$ cat src/hw/rtl/wsd_pkg.sv
`default_nettype none

package wsd_pkg;

  localparam int VALUE_W  = 16;
  localparam int WEIGHT_W = 8;
  localparam int STD_W    = 16;

  typedef enum logic [6:0] {
    ST_ACC   = 7'b0000001,
    ST_DRAIN = 7'b0000010,
    ST_MUL_A = 7'b0000100,
    ST_MUL_B = 7'b0001000,
    ST_SQRT  = 7'b0010000,
    ST_DIV   = 7'b0100000,
    ST_LOAD  = 7'b1000000
  } state_t;

  typedef struct packed {
    logic take;
    logic mul_a_init;
    logic mul_b_init;
    logic mul_step;
    logic sqrt_init;
    logic sqrt_step;
    logic div_init;
    logic div_step;
    logic load;
  } cmd_t;

  typedef struct packed {
    logic pipe_empty;
    logic mul_done;
    logic root_done;
  } sts_t;

endpackage

`default_nettype wire

$ cat src/hw/rtl/wsd_in_if.sv
`default_nettype none

interface wsd_in_if;
  logic                           valid;
  logic                           ready;
  logic [wsd_pkg::VALUE_W-1:0]    sample_value;
  logic [wsd_pkg::WEIGHT_W-1:0]   sample_weight;
  logic                           last_item;

  modport source (output valid, output sample_value, output sample_weight,
                  output last_item, input ready);
  modport sink (input valid, input sample_value, input sample_weight,
                input last_item, output ready);
endinterface

`default_nettype wire

$ cat src/hw/rtl/wsd_out_if.sv
`default_nettype none

interface wsd_out_if;
  logic                        valid;
  logic                        ready;
  logic [wsd_pkg::STD_W-1:0]   std_dev;
  logic                        zero_weight;
  logic                        too_many;

  modport source (output valid, output std_dev, output zero_weight,
                  output too_many, input ready);
  modport sink (input valid, input std_dev, input zero_weight,
                input too_many, output ready);
endinterface

`default_nettype wire

$ cat src/hw/rtl/weighted_standard_deviation_unit.sv
`default_nettype none

// Weighted population standard deviation of a stream of (value, weight, last)
// items; values are signed Q8.8, weights unsigned integers. While a data set
// streams in, one item is taken every cycle, also while an earlier result still
// waits at the output register. The item marked last closes the set: input then
// stalls while the sums drain and one shared bit-serial datapath computes W*Sxx
// and Sx^2 with two shift-add multiplies, the integer square root of their
// difference and its division by W, one bit per cycle each. The result is loaded
// once the output register is free, and the next set may start right after.
// std_dev is floor(sqrt(W*Sxx - Sx^2) / W) in Q8.8; zero_weight marks a set
// whose weights summed to zero (std_dev then 0), too_many marks a set that had
// items beyond MAX_ITEMS, which were dropped.
module weighted_standard_deviation_unit #(
  parameter int MAX_ITEMS   = 1024,
  parameter int VALUE_BITS  = 16,
  parameter int WEIGHT_BITS = 8
) (
  input  wire logic     clk,
  input  wire logic     rst_n,
  wsd_in_if.sink        in_ch,
  wsd_out_if.source     out_ch
);

  wsd_pkg::cmd_t cmd;
  wsd_pkg::sts_t sts;

  wsd_ctrl u_ctrl (
    .clk       (clk),
    .rst_n     (rst_n),
    .in_valid  (in_ch.valid),
    .in_last   (in_ch.last_item),
    .in_ready  (in_ch.ready),
    .out_valid (out_ch.valid),
    .out_ready (out_ch.ready),
    .sts       (sts),
    .cmd       (cmd)
  );

  wsd_dp #(
    .MAX_ITEMS   (MAX_ITEMS),
    .VALUE_BITS  (VALUE_BITS),
    .WEIGHT_BITS (WEIGHT_BITS)
  ) u_dp (
    .clk              (clk),
    .rst_n            (rst_n),
    .in_sample_value  (in_ch.sample_value),
    .in_sample_weight (in_ch.sample_weight),
    .cmd              (cmd),
    .sts              (sts),
    .out_std_dev      (out_ch.std_dev),
    .out_zero_weight  (out_ch.zero_weight),
    .out_too_many     (out_ch.too_many)
  );

endmodule

`default_nettype wire

$ cat src/hw/rtl/wsd_ctrl.sv
`default_nettype none

module wsd_ctrl (
  input  wire logic           clk,
  input  wire logic           rst_n,
  input  wire logic           in_valid,
  input  wire logic           in_last,
  output logic                in_ready,
  output logic                out_valid,
  input  wire logic           out_ready,
  input  wire wsd_pkg::sts_t  sts,
  output wsd_pkg::cmd_t       cmd
);

  wsd_pkg::state_t state_r, state_nxt;
  logic            out_valid_r, out_valid_nxt;

  always_comb begin
    state_nxt = state_r;
    cmd       = '0;
    in_ready  = 1'b0;
    case (state_r)
      wsd_pkg::ST_ACC: begin
        in_ready = 1'b1;
        cmd.take = in_valid;
        if (in_valid && in_last) begin
          state_nxt = wsd_pkg::ST_DRAIN;
        end
      end
      wsd_pkg::ST_DRAIN: begin
        if (sts.pipe_empty) begin
          cmd.mul_a_init = 1'b1;
          state_nxt      = wsd_pkg::ST_MUL_A;
        end
      end
      wsd_pkg::ST_MUL_A: begin
        if (sts.mul_done) begin
          cmd.mul_b_init = 1'b1;
          state_nxt      = wsd_pkg::ST_MUL_B;
        end else begin
          cmd.mul_step = 1'b1;
        end
      end
      wsd_pkg::ST_MUL_B: begin
        if (sts.mul_done) begin
          cmd.sqrt_init = 1'b1;
          state_nxt     = wsd_pkg::ST_SQRT;
        end else begin
          cmd.mul_step = 1'b1;
        end
      end
      wsd_pkg::ST_SQRT: begin
        if (sts.root_done) begin
          cmd.div_init = 1'b1;
          state_nxt    = wsd_pkg::ST_DIV;
        end else begin
          cmd.sqrt_step = 1'b1;
        end
      end
      wsd_pkg::ST_DIV: begin
        if (sts.root_done) begin
          state_nxt = wsd_pkg::ST_LOAD;
        end else begin
          cmd.div_step = 1'b1;
        end
      end
      wsd_pkg::ST_LOAD: begin
        // wait until the output register is free or drains this cycle
        if (!out_valid_r || out_ready) begin
          cmd.load  = 1'b1;
          state_nxt = wsd_pkg::ST_ACC;
        end
      end
      default: begin
        state_nxt = wsd_pkg::ST_ACC;
      end
    endcase
  end

  always_comb begin
    out_valid_nxt = out_valid_r;
    if (cmd.load) begin
      out_valid_nxt = 1'b1;
    end else if (out_ready) begin
      out_valid_nxt = 1'b0;
    end
  end

  always_ff @(posedge clk) begin
    if (!rst_n) begin
      state_r     <= wsd_pkg::ST_ACC;
      out_valid_r <= 1'b0;
    end else begin
      state_r     <= state_nxt;
      out_valid_r <= out_valid_nxt;
    end
  end

  assign out_valid = out_valid_r;

`ifndef ASSERT_OFF
  a_last_stops_input: assert property (@(posedge clk) disable iff (!rst_n)
    (cmd.take && in_last) |=> !in_ready)
    else $error("input taken right after the last item of a data set");

  a_load_when_free: assert property (@(posedge clk) disable iff (!rst_n)
    cmd.load |-> (!out_valid_r || out_ready))
    else $error("result loaded over a pending result");

  a_valid_from_load: assert property (@(posedge clk) disable iff (!rst_n)
    $rose(out_valid_r) |-> $past(state_r == wsd_pkg::ST_LOAD))
    else $error("result raised outside the load state");
`endif

endmodule

`default_nettype wire

$ cat src/hw/rtl/wsd_dp.sv
`default_nettype none

module wsd_dp #(
  parameter int MAX_ITEMS   = 1024,
  parameter int VALUE_BITS  = 16,
  parameter int WEIGHT_BITS = 8
) (
  input  wire logic                           clk,
  input  wire logic                           rst_n,
  input  wire logic [wsd_pkg::VALUE_W-1:0]    in_sample_value,
  input  wire logic [wsd_pkg::WEIGHT_W-1:0]   in_sample_weight,
  input  wire wsd_pkg::cmd_t                  cmd,
  output wsd_pkg::sts_t                       sts,
  output logic [wsd_pkg::STD_W-1:0]           out_std_dev,
  output logic                                out_zero_weight,
  output logic                                out_too_many
);

  localparam int LOG_W  = $clog2(MAX_ITEMS);
  localparam int CNT_W  = $clog2(MAX_ITEMS + 1);
  localparam int W_W    = WEIGHT_BITS + LOG_W;
  localparam int SX_W   = VALUE_BITS + WEIGHT_BITS + LOG_W;
  localparam int SXX_W  = 2 * VALUE_BITS + WEIGHT_BITS + LOG_W - 1;
  localparam int PA_W   = VALUE_BITS + WEIGHT_BITS;
  localparam int SQ_W   = 2 * VALUE_BITS;
  localparam int PB_W   = SQ_W + WEIGHT_BITS;
  localparam int A_W    = W_W + SXX_W;
  localparam int B_W    = 2 * SX_W;
  localparam int DW0    = (A_W > B_W) ? A_W : B_W;
  localparam int DW     = DW0 + (DW0 % 2);
  localparam int RW     = DW / 2;
  localparam int MP_W   = (SX_W > W_W) ? SX_W : W_W;
  localparam int SR_W   = RW + 2;
  localparam int IT_MAX = (MP_W > RW) ? MP_W : RW;
  localparam int IT_W   = $clog2(IT_MAX + 1);
  localparam int STD_W  = wsd_pkg::STD_W;
  localparam int QX_W   = (RW > STD_W) ? RW : STD_W + 1;

  // accumulation pipeline
  logic                          va_r, vb_r;
  logic [CNT_W-1:0]              items_r;
  logic                          ovf_r;
  logic signed [PA_W-1:0]        pa_r, pa_nxt;
  logic [SQ_W-1:0]               sq_r, sq_nxt;
  logic [WEIGHT_BITS-1:0]        wa_r;
  logic [PB_W-1:0]               pb_r, pb_nxt;
  logic [W_W-1:0]                wsum_r;
  logic signed [SX_W-1:0]        sx_r;
  logic [SXX_W-1:0]              sxx_r;

  logic [VALUE_BITS-1:0]         raw_in, mag_in;
  logic signed [VALUE_BITS-1:0]  v_in;
  logic [WEIGHT_BITS-1:0]        w_in;
  logic                          keep;

  // final computation
  logic [DW-1:0]                 acc_r, cand_r, a_r, d_r;
  logic [MP_W-1:0]               plier_r;
  logic [SX_W-1:0]               sx_u, ax;
  logic [RW-1:0]                 root_r, q_r;
  logic [SR_W-1:0]               srem_r;
  logic [SR_W:0]                 rem_sh, trial, s_diff;
  logic                          s_ge;
  logic [W_W-1:0]                drem_r;
  logic [W_W:0]                  r_sh, w_ext, r_diff;
  logic                          d_ge;
  logic [IT_W-1:0]               it_r;
  logic [QX_W-1:0]               q_ext;
  logic [STD_W-1:0]              std_nxt;

  assign raw_in = in_sample_value[VALUE_BITS-1:0];
  assign v_in   = $signed(raw_in);
  assign w_in   = in_sample_weight[WEIGHT_BITS-1:0];
  assign mag_in = raw_in[VALUE_BITS-1] ? (~raw_in + 1'b1) : raw_in;
  assign keep   = cmd.take && (items_r < CNT_W'(MAX_ITEMS));

  assign pa_nxt = PA_W'(v_in) * $signed({{VALUE_BITS{1'b0}}, w_in});
  assign sq_nxt = SQ_W'(mag_in) * SQ_W'(mag_in);
  assign pb_nxt = PB_W'(sq_r) * PB_W'(wa_r);

  assign sx_u = sx_r;
  assign ax   = sx_u[SX_W-1] ? (~sx_u + 1'b1) : sx_u;

  // one root bit per step, restoring
  assign rem_sh = {srem_r[SR_W-2:0], d_r[DW-1:DW-2]};
  assign trial  = (SR_W + 1)'({root_r, 2'b01});
  assign s_ge   = rem_sh >= trial;
  assign s_diff = rem_sh - trial;

  // one quotient bit per step, restoring
  assign r_sh   = {drem_r, q_r[RW-1]};
  assign w_ext  = (W_W + 1)'(wsum_r);
  assign d_ge   = r_sh >= w_ext;
  assign r_diff = r_sh - w_ext;

  assign q_ext   = QX_W'(q_r);
  assign std_nxt = (wsum_r == '0) ? '0 :
                   (|q_ext[QX_W-1:STD_W]) ? {STD_W{1'b1}} : q_ext[STD_W-1:0];

  always_ff @(posedge clk) begin
    if (!rst_n) begin
      va_r    <= 1'b0;
      vb_r    <= 1'b0;
      items_r <= '0;
      ovf_r   <= 1'b0;
      wsum_r  <= '0;
      sx_r    <= '0;
      sxx_r   <= '0;
    end else if (cmd.load) begin
      va_r    <= 1'b0;
      vb_r    <= 1'b0;
      items_r <= '0;
      ovf_r   <= 1'b0;
      wsum_r  <= '0;
      sx_r    <= '0;
      sxx_r   <= '0;
    end else begin
      va_r <= keep;
      vb_r <= va_r;
      if (keep) begin
        items_r <= items_r + 1'b1;
      end
      if (cmd.take && !keep) begin
        ovf_r <= 1'b1;
      end
      if (va_r) begin
        wsum_r <= wsum_r + W_W'(wa_r);
        sx_r   <= sx_r + SX_W'(pa_r);
      end
      if (vb_r) begin
        sxx_r <= sxx_r + SXX_W'(pb_r);
      end
    end
  end

  always_ff @(posedge clk) begin
    if (keep) begin
      pa_r <= pa_nxt;
      sq_r <= sq_nxt;
      wa_r <= w_in;
    end
    if (va_r) begin
      pb_r <= pb_nxt;
    end

    if (cmd.mul_a_init || cmd.mul_b_init || cmd.sqrt_init || cmd.div_init) begin
      it_r <= '0;
    end else if (cmd.mul_step || cmd.sqrt_step || cmd.div_step) begin
      it_r <= it_r + 1'b1;
    end

    if (cmd.mul_a_init) begin
      acc_r   <= '0;
      cand_r  <= DW'(sxx_r);
      plier_r <= MP_W'(wsum_r);
    end else if (cmd.mul_b_init) begin
      a_r     <= acc_r;
      acc_r   <= '0;
      cand_r  <= DW'(ax);
      plier_r <= MP_W'(ax);
    end else if (cmd.mul_step) begin
      if (plier_r[0]) begin
        acc_r <= acc_r + cand_r;
      end
      cand_r  <= cand_r << 1;
      plier_r <= plier_r >> 1;
    end

    if (cmd.sqrt_init) begin
      d_r    <= (a_r >= acc_r) ? (a_r - acc_r) : '0;
      root_r <= '0;
      srem_r <= '0;
    end else if (cmd.sqrt_step) begin
      d_r    <= d_r << 2;
      root_r <= {root_r[RW-2:0], s_ge};
      srem_r <= s_ge ? SR_W'(s_diff) : SR_W'(rem_sh);
    end

    if (cmd.div_init) begin
      q_r    <= root_r;
      drem_r <= '0;
    end else if (cmd.div_step) begin
      q_r    <= {q_r[RW-2:0], d_ge};
      drem_r <= d_ge ? W_W'(r_diff) : W_W'(r_sh);
    end

    if (cmd.load) begin
      out_std_dev     <= std_nxt;
      out_zero_weight <= (wsum_r == '0);
      out_too_many    <= ovf_r;
    end
  end

  assign sts.pipe_empty = !va_r && !vb_r;
  assign sts.mul_done   = (it_r == IT_W'(MP_W));
  assign sts.root_done  = (it_r == IT_W'(RW));

`ifndef ASSERT_OFF
  a_items_bound: assert property (@(posedge clk) disable iff (!rst_n)
    items_r <= CNT_W'(MAX_ITEMS))
    else $error("item count beyond its limit");

  a_drained_first: assert property (@(posedge clk) disable iff (!rst_n)
    cmd.mul_a_init |-> (!va_r && !vb_r))
    else $error("final computation started with sums still in flight");

  a_zero_weight_sums: assert property (@(posedge clk) disable iff (!rst_n)
    (wsum_r == '0) |-> ((sx_r == '0) && (sxx_r == '0)))
    else $error("nonzero moment sums under a zero weight sum");
`endif

endmodule

`default_nettype wire
$ cat src/flat_wrapper.sv
// flat-port wrapper written by rule: the top's interface ports become plain ports
module weighted_standard_deviation_unit_flat 
#(
  parameter int MAX_ITEMS   = 1024,
  parameter int VALUE_BITS  = 16,
  parameter int WEIGHT_BITS = 8
)
  (clk, rst_n, in_ch_valid, in_ch_sample_value, in_ch_sample_weight, in_ch_last_item, in_ch_ready, out_ch_valid, out_ch_std_dev, out_ch_zero_weight, out_ch_too_many, out_ch_ready);
  wsd_in_if in_ch_i ();
  wsd_out_if out_ch_i ();
  input  wire logic clk;
  input  wire logic rst_n;
  input wire logic [$bits(in_ch_i.valid)-1:0] in_ch_valid;
  input wire logic [$bits(in_ch_i.sample_value)-1:0] in_ch_sample_value;
  input wire logic [$bits(in_ch_i.sample_weight)-1:0] in_ch_sample_weight;
  input wire logic [$bits(in_ch_i.last_item)-1:0] in_ch_last_item;
  output wire logic [$bits(in_ch_i.ready)-1:0] in_ch_ready;
  output wire logic [$bits(out_ch_i.valid)-1:0] out_ch_valid;
  output wire logic [$bits(out_ch_i.std_dev)-1:0] out_ch_std_dev;
  output wire logic [$bits(out_ch_i.zero_weight)-1:0] out_ch_zero_weight;
  output wire logic [$bits(out_ch_i.too_many)-1:0] out_ch_too_many;
  input wire logic [$bits(out_ch_i.ready)-1:0] out_ch_ready;
  assign in_ch_i.valid = in_ch_valid;
  assign in_ch_i.sample_value = in_ch_sample_value;
  assign in_ch_i.sample_weight = in_ch_sample_weight;
  assign in_ch_i.last_item = in_ch_last_item;
  assign in_ch_ready = in_ch_i.ready;
  assign out_ch_valid = out_ch_i.valid;
  assign out_ch_std_dev = out_ch_i.std_dev;
  assign out_ch_zero_weight = out_ch_i.zero_weight;
  assign out_ch_too_many = out_ch_i.too_many;
  assign out_ch_i.ready = out_ch_ready;
  weighted_standard_deviation_unit #(.MAX_ITEMS(MAX_ITEMS), .VALUE_BITS(VALUE_BITS), .WEIGHT_BITS(WEIGHT_BITS)) u_core (.clk(clk), .rst_n(rst_n), .in_ch(in_ch_i), .out_ch(out_ch_i));
endmodule
$ cat config.mk
export PLATFORM = sky130hd
export DESIGN_NAME = weighted_standard_deviation_unit_flat
export DESIGN_NICKNAME = d
export VERILOG_FILES = /design/src/hw/rtl/wsd_pkg.sv /design/src/hw/rtl/wsd_in_if.sv /design/src/hw/rtl/wsd_out_if.sv /design/src/hw/rtl/weighted_standard_deviation_unit.sv /design/src/hw/rtl/wsd_ctrl.sv /design/src/hw/rtl/wsd_dp.sv /design/src/flat_wrapper.sv
export SDC_FILE = /design/constraint.sdc
export NUM_CORES = 2
export LEC_CHECK = 0
export BUFFER_PORTS_ARGS = -buffer_cell sky130_fd_sc_hd__buf_2
export CORE_UTILIZATION = 25
export DETAILED_ROUTE_END_ITERATION = 10
export GPL_TIMING_DRIVEN = 0
export MAX_ROUTING_LAYER = met4
export SETUP_SLACK_MARGIN = 0.4
export SLEW_MARGIN = 20
export SYNTH_ARGS = -nofsm -noshare
export SYNTH_HDL_FRONTEND = slang
export SYNTH_SLANG_ARGS = --single-unit
export TNS_END_PERCENT = 10
$ cat constraint.sdc
create_clock -name clk -period 18.3 [get_ports clk]
set_input_delay 4.575 -clock clk [delete_from_list [all_inputs] [get_ports clk]]
set_output_delay 4.575 -clock clk [all_outputs]
set_load 0.1 [all_outputs]
**Yosys cells after proc, flatten, opt, wreduce, memory -nomap -nowiden**

Cells that the tools add are included.
W data, S select, Z words.

- $add $sub $neg: 11
- Magnitude comparators: 4
- Reduce and logical (&&, ||, !) cells: 27
- Muxes and demuxes: 39
- Eq/ne operators: 15
- Multipliers: 3
- Bitwise gates (word level): 4

Operators with widths:

| kind | number |
|---|---|
| $mux W68 | 3 |
| $mux W34 | 5 |
| $mux W49 | 3 |
| $add A68 B68 Y68 | 1 |
| $ge A68 B68 Y1 | 1 |
| $sub A68 B68 Y68 | 1 |
| $add A49 B40 Y49 | 1 |
| $mux W7 | 7 |
| $pmux W7 S7 | 1 |
| $mul A32 B8 Y40 | 1 |
| $ge A37 B36 Y1 | 1 |
| $mux W18 | 2 |
| $mux W35 | 1 |
| $sub A35 B35 Y35 | 1 |
| $add A34 B1 Y34 const B | 1 |
| $add A34 B24 Y34 | 1 |
| $not A34 Y34 | 1 |
| $mul A16 B16 Y32 | 1 |
| $mux W16 | 2 |
| $mul A16 B9 Y24 | 1 |
| $ge A19 B18 Y1 | 1 |
| $add A18 B8 Y18 | 1 |
| $logic_not A18 Y1 | 1 |
| $reduce_or A18 Y1 | 1 |
| 27 further kinds | 63 |

- Register bits after elaboration: 678
- Input bits: 29
- Output and inout port bits: 20

**Depth between registers and ports, before layout**

- Depth after elaboration: 7
- Depth in mapped cells: 32

**Hierarchy**

From an unflattened synthesis, not the netlist that was laid out.

- Cell total of the unflattened synthesis: 6610
- Area total of the unflattened synthesis: 59694.8 um^2

By module, submodules not included:

| module | times used | area each (um^2) | seq. area each (um^2) | cells each |
|---|---|---|---|---|
| wsd_dp | 1 | 59096.7 | 16976.3 | 6530 |
| wsd_ctrl | 1 | 598.1 | 160.2 | 80 |

**Least setup slack after synthesis**

OpenSTA, ideal clock, no wires.

- Kind: input to register
- From: in in_ch_sample_value[7]
- To: reg u_core.u_dp.sq_r[31] (data pin)
- Data required time: 18.039 ns
- Setup slack: 6.283 ns
- Data arrival time: 11.756 ns
- Cell stages on the path: 26
- Path through: buf_6 -> or4_4 -> or3_4 -> o31ai_1 -> xor2_1 -> clkinv_1 -> nand2_1 -> inv_1 -> fa_1 -> inv_1 -> fa_1 -> inv_1 -> fa_1 -> fa_1 -> fa_1 -> fa_1 -> ha_1 -> a21o_1 -> a21oi_1 -> nor2_1 -> a21oi_1 -> a31o_2 -> a31oi_1 -> a311oi_1 -> o21bai_1 -> o311a_1

- Word-level cells in the longest chain between the ends: 4

RTL lines:

| element | RTL line | source |
|---|---|---|
| start: declaration | flat_wrapper.sv:14 | `input wire logic [$bits(in_ch_i.sample_value)-1:0] in_ch_sample_value;` |
| $not A16 Y16 | wsd_dp.sv:74 | `assign mag_in = raw_in[VALUE_BITS-1] ? (~raw_in + 1'b1) : raw_in;` |
| $add A16 B1 Y16 | wsd_dp.sv:74 |  |
| $mux W16 * | wsd_dp.sv:74 |  |
| $mul A16 B16 Y32 * | wsd_dp.sv:78 | `assign sq_nxt = SQ_W'(mag_in) * SQ_W'(mag_in);` |
| via u_core.u_dp.sq_nxt[31] | wsd_dp.sv:44 | `logic [SQ_W-1:0] sq_r, sq_nxt;` |
| end signal: assignment | wsd_dp.sv:139 | `sq_r <= sq_nxt;` |
| end: declaration | wsd_dp.sv:44 |  |

The timed path passes the listed nets; every way through them passes the cells marked *.
A chain may end at the register's enable or synchronous reset.

**Worst setup path after layout**

- From: in in_ch_sample_value[0]
- To: reg u_core.u_dp.sq_r[31] (data pin)

Same word-level chain as after synthesis.

==> metrics.txt <==
status completed; Post-CTS Setup Inserts 0; sequential share of the synthesized area 0.282; Die Ht 495 um; routed vias between 40,000 and 50,000; drt initial violations roughly 3,400; Core Region about 0.24 mm2; CP startpoint in_ch_sample_value[0]; FFs w/ async S/R, synth 0; wire length per cell between 15 and 20 um; data required time of the worst path between 15 and 20 ns; first drt pass iteration count 8; area grow syn2layout 11.6%; Critical Path Fanout Max 10; Max-Cap Viols 0; Setup CP Type in -> reg; Most used DFF post-synth edfxtp_1; CTS root buf clkbuf_16; Mapped Area a little over 0.06 mm2; Final Max Slew Viols 0; final worst clock skew 0.0420 ns; Top Ports 49; DP Area about 0.065 mm2; drt via density 4.80; GRT Overall Usage 0.144; Hold Path Depth 2; GR Overflow Total 0; layout cells sized above 1 0.0340; commonest non-fill, non-tap cell in the layout nand2_1; most frequent cells in the layout 930 x nand2_1, 756 x inv_1, 530 x a21oi_1; reg2reg setup slack 11.64 ns; die width 495 um; Starting Density 0.252; DRC Markers 0; dpl hpwl 140 mm; synthesized area per cell approximately 8.7 um2; initial antenna violation count 1; nets@finish around 8,100; Crit. End Element flop; GR Util met1 0.192; gr busiest metal met2; Sink Count 677; vias in the first global route between 40,000 and 50,000; Slew headroom 0.266; post-route setup TNS 0 ns; Slew @ Worst Pin about 1.1 ns; Cells after Synth between 6,000 and 7,000; n_diodes 0; Reg-to-Reg Start u_core.u_dp.wa_r[7]$_DFFE_PP_; GRT met3 Usage 0.0148; hold wc startpoint u_core.u_dp.root_r[33]$_SDFFE_PP0P_; Final setup viols 0; met2 global-route usage 0.226; number of synthesized flops with an enable pin approximately 360; Rows between 150 and 200; Endpoint, Worst Hold u_core.u_dp.root_r[33]$_SDFFE_PP0P_; period utilization 0.712; Reg2Reg Depth 17; RSZ-0062 raised after global routing false; Synth cell types just over 90; H-tree levels 3; Hold Buf Count CTS 0; Die ar. around 0.24 mm2; worst reg2reg endpoint u_core.u_dp.pb_r[38]$_DFFE_PP_; CTS resizes 0; Hold Path Class reg -> reg; antenna-violating nets left 0; Buffers on Ports 43; highest clock rate between 0.07 and 0.08 GHz; crit path time final between 10 and 15 ns; Num CTS Buffers 79; pin count of the biggest net entering global routing 59; gpl congestion 0.936; worst skew pair latency ~0.71 ns; TritonCTS clock tree done; YS warnings 0; CP Launch Type input port; Total Wirelength roughly 170 mm; Clock Path Buffers 3; fin area ~0.068 mm2; first-pass GRT wire length roughly 280 mm; Hold Vio Cnt, Final 0; clock slew at reported path FFs ~0.060 ns; CP arrival 13.46 ns; Synth Register Bits about 680
metrics by stage:
| stage | instances | utilization | hold slack, ns | worst slack, ns |
|---|---|---|---|---|
| final | 10400 | 0.281 | 0.464 | 5.27 |
| after global routing | 10400 | 0.281 | 0.486 | 4.75 |
| after CTS | 10400 | 0.281 | 0.461 | 5.35 |
| after detailed placement | 10200 | 0.270 | 0.451 | 4.58 |
| after global placement | 10200 | 0.269 | 0.445 | 4.68 |
| after floorplan | 6985 | - | 0.409 | 6.28 |
critical path, cell delays in order:
cell	delay, ns
buf_2	0.17
clkinv_1	0.21
clkbuf_1	0.52
ha_1	0.27
nand2_1	0.16
o41ai_1	0.41
xor2_1	0.71
clkinv_1	0.60
nand2_1	0.29
fa_1	0.50
fa_1	0.50
inv_1	0.05
fa_1	0.53
fa_1	0.45
fa_1	0.57
inv_1	0.06
fa_1	0.59
inv_1	0.06
ha_1	0.35
nand2_1	0.11
nor2_1	0.04
a21oi_1	0.19
a31o_2	0.24
a31oi_1	0.18
a311oi_1	0.52
o21bai_1	0.19
o311a_1	0.38
flip-flops by register name, indices dropped and copies added, names as in the netlist, 35 cells and up:
signal and flops:
u_core.u_dp.acc_r 68, u_core.u_dp.srem_r 35, u_core.u_dp.sxx_r 49, u_core.u_dp.a_r 68
u_core.u_dp.cand_r 68, u_core.u_dp.pb_r 40, u_core.u_dp.d_r 68
synthesized netlist by cell type, drive strengths merged (41+ instances only):
master / number / share of area
a211oi: 57 / 0.0071
a21o: 210 / 0.026
a21oi: 530 / 0.044
a31oi: 52 / 0.0054
and2: 215 / 0.022
and3: 50 / 0.0052
clkbuf: 286 / 0.018
dfxtp: 319 / 0.11
edfxtp: 358 / 0.18
fa: 444 / 0.15
ha: 480 / 0.099
inv: 759 / 0.047
mux2i: 92 / 0.015
nand2: 932 / 0.058
nand3: 129 / 0.011
nand4: 92 / 0.0095
nor2: 409 / 0.025
nor2b: 44 / 0.0045
nor3: 107 / 0.0088
o21a: 41 / 0.0051
o21ai: 433 / 0.036
o21bai: 58 / 0.0072
o31ai: 79 / 0.0099
or3: 42 / 0.0044
xnor2: 200 / 0.029
xor2: 156 / 0.023
final cells by class:
| type | count | area [um2] |
|---|---|---|
| fill | 25800 | 173000 |
| multi-input combinational | 5236 | 39600 |
| sequential | 677 | 17100 |
| tap | 3185 | 3990 |
| inverter | 765 | 2870 |
| clock buffer | 113 | 2240 |
| buffer | 307 | 1170 |
| timing repair buffer | 52 | 385 |
| clock inverter | 35 | 347 |
how the worst max path moves through the flow:
stage                                           endpoint  cells past startpoint  slack, ns
after floorplan           u_core.u_dp.sq_r[31]$_DFFE_PP_                     26       6.28
after global routing      u_core.u_dp.sq_r[31]$_DFFE_PP_                     29       4.75
after CTS                 u_core.u_dp.sq_r[31]$_DFFE_PP_                     29       5.35
after detailed placement  u_core.u_dp.sq_r[31]$_DFFE_PP_                     29       4.58
after global placement    u_core.u_dp.sq_r[31]$_DFFE_PP_                     29       4.68
final                     u_core.u_dp.sq_r[31]$_DFFE_PP_                     27       5.27
layer usage:
layer  share of wire  up-vias
met3           0.043      268
met5               0        -
met2            0.45     1199
met1            0.47    24100
li1                -    24200
met4           0.035        0
logic make-up (layout without fill, tap and decap cells):
logic type | count (synthesis) | count (layout) | synth area share
simple gates | 2181 | 2181 | 0.168
fa+ha+maj | 924 | 924 | 0.245
mux | 95 | 95 | 0.0157
other cells | 2 | 13 | 0.000124
xor+xnor | 356 | 356 | 0.0518
flops | 677 | 677 | 0.282
buf+inv | 1072 | 1272 | 0.0666
compound gates | 1667 | 1667 | 0.170
Power is left out: the tool's default activity adds up to more than one toggle a clock period on the data nets, which glitch-free logic cannot reach.
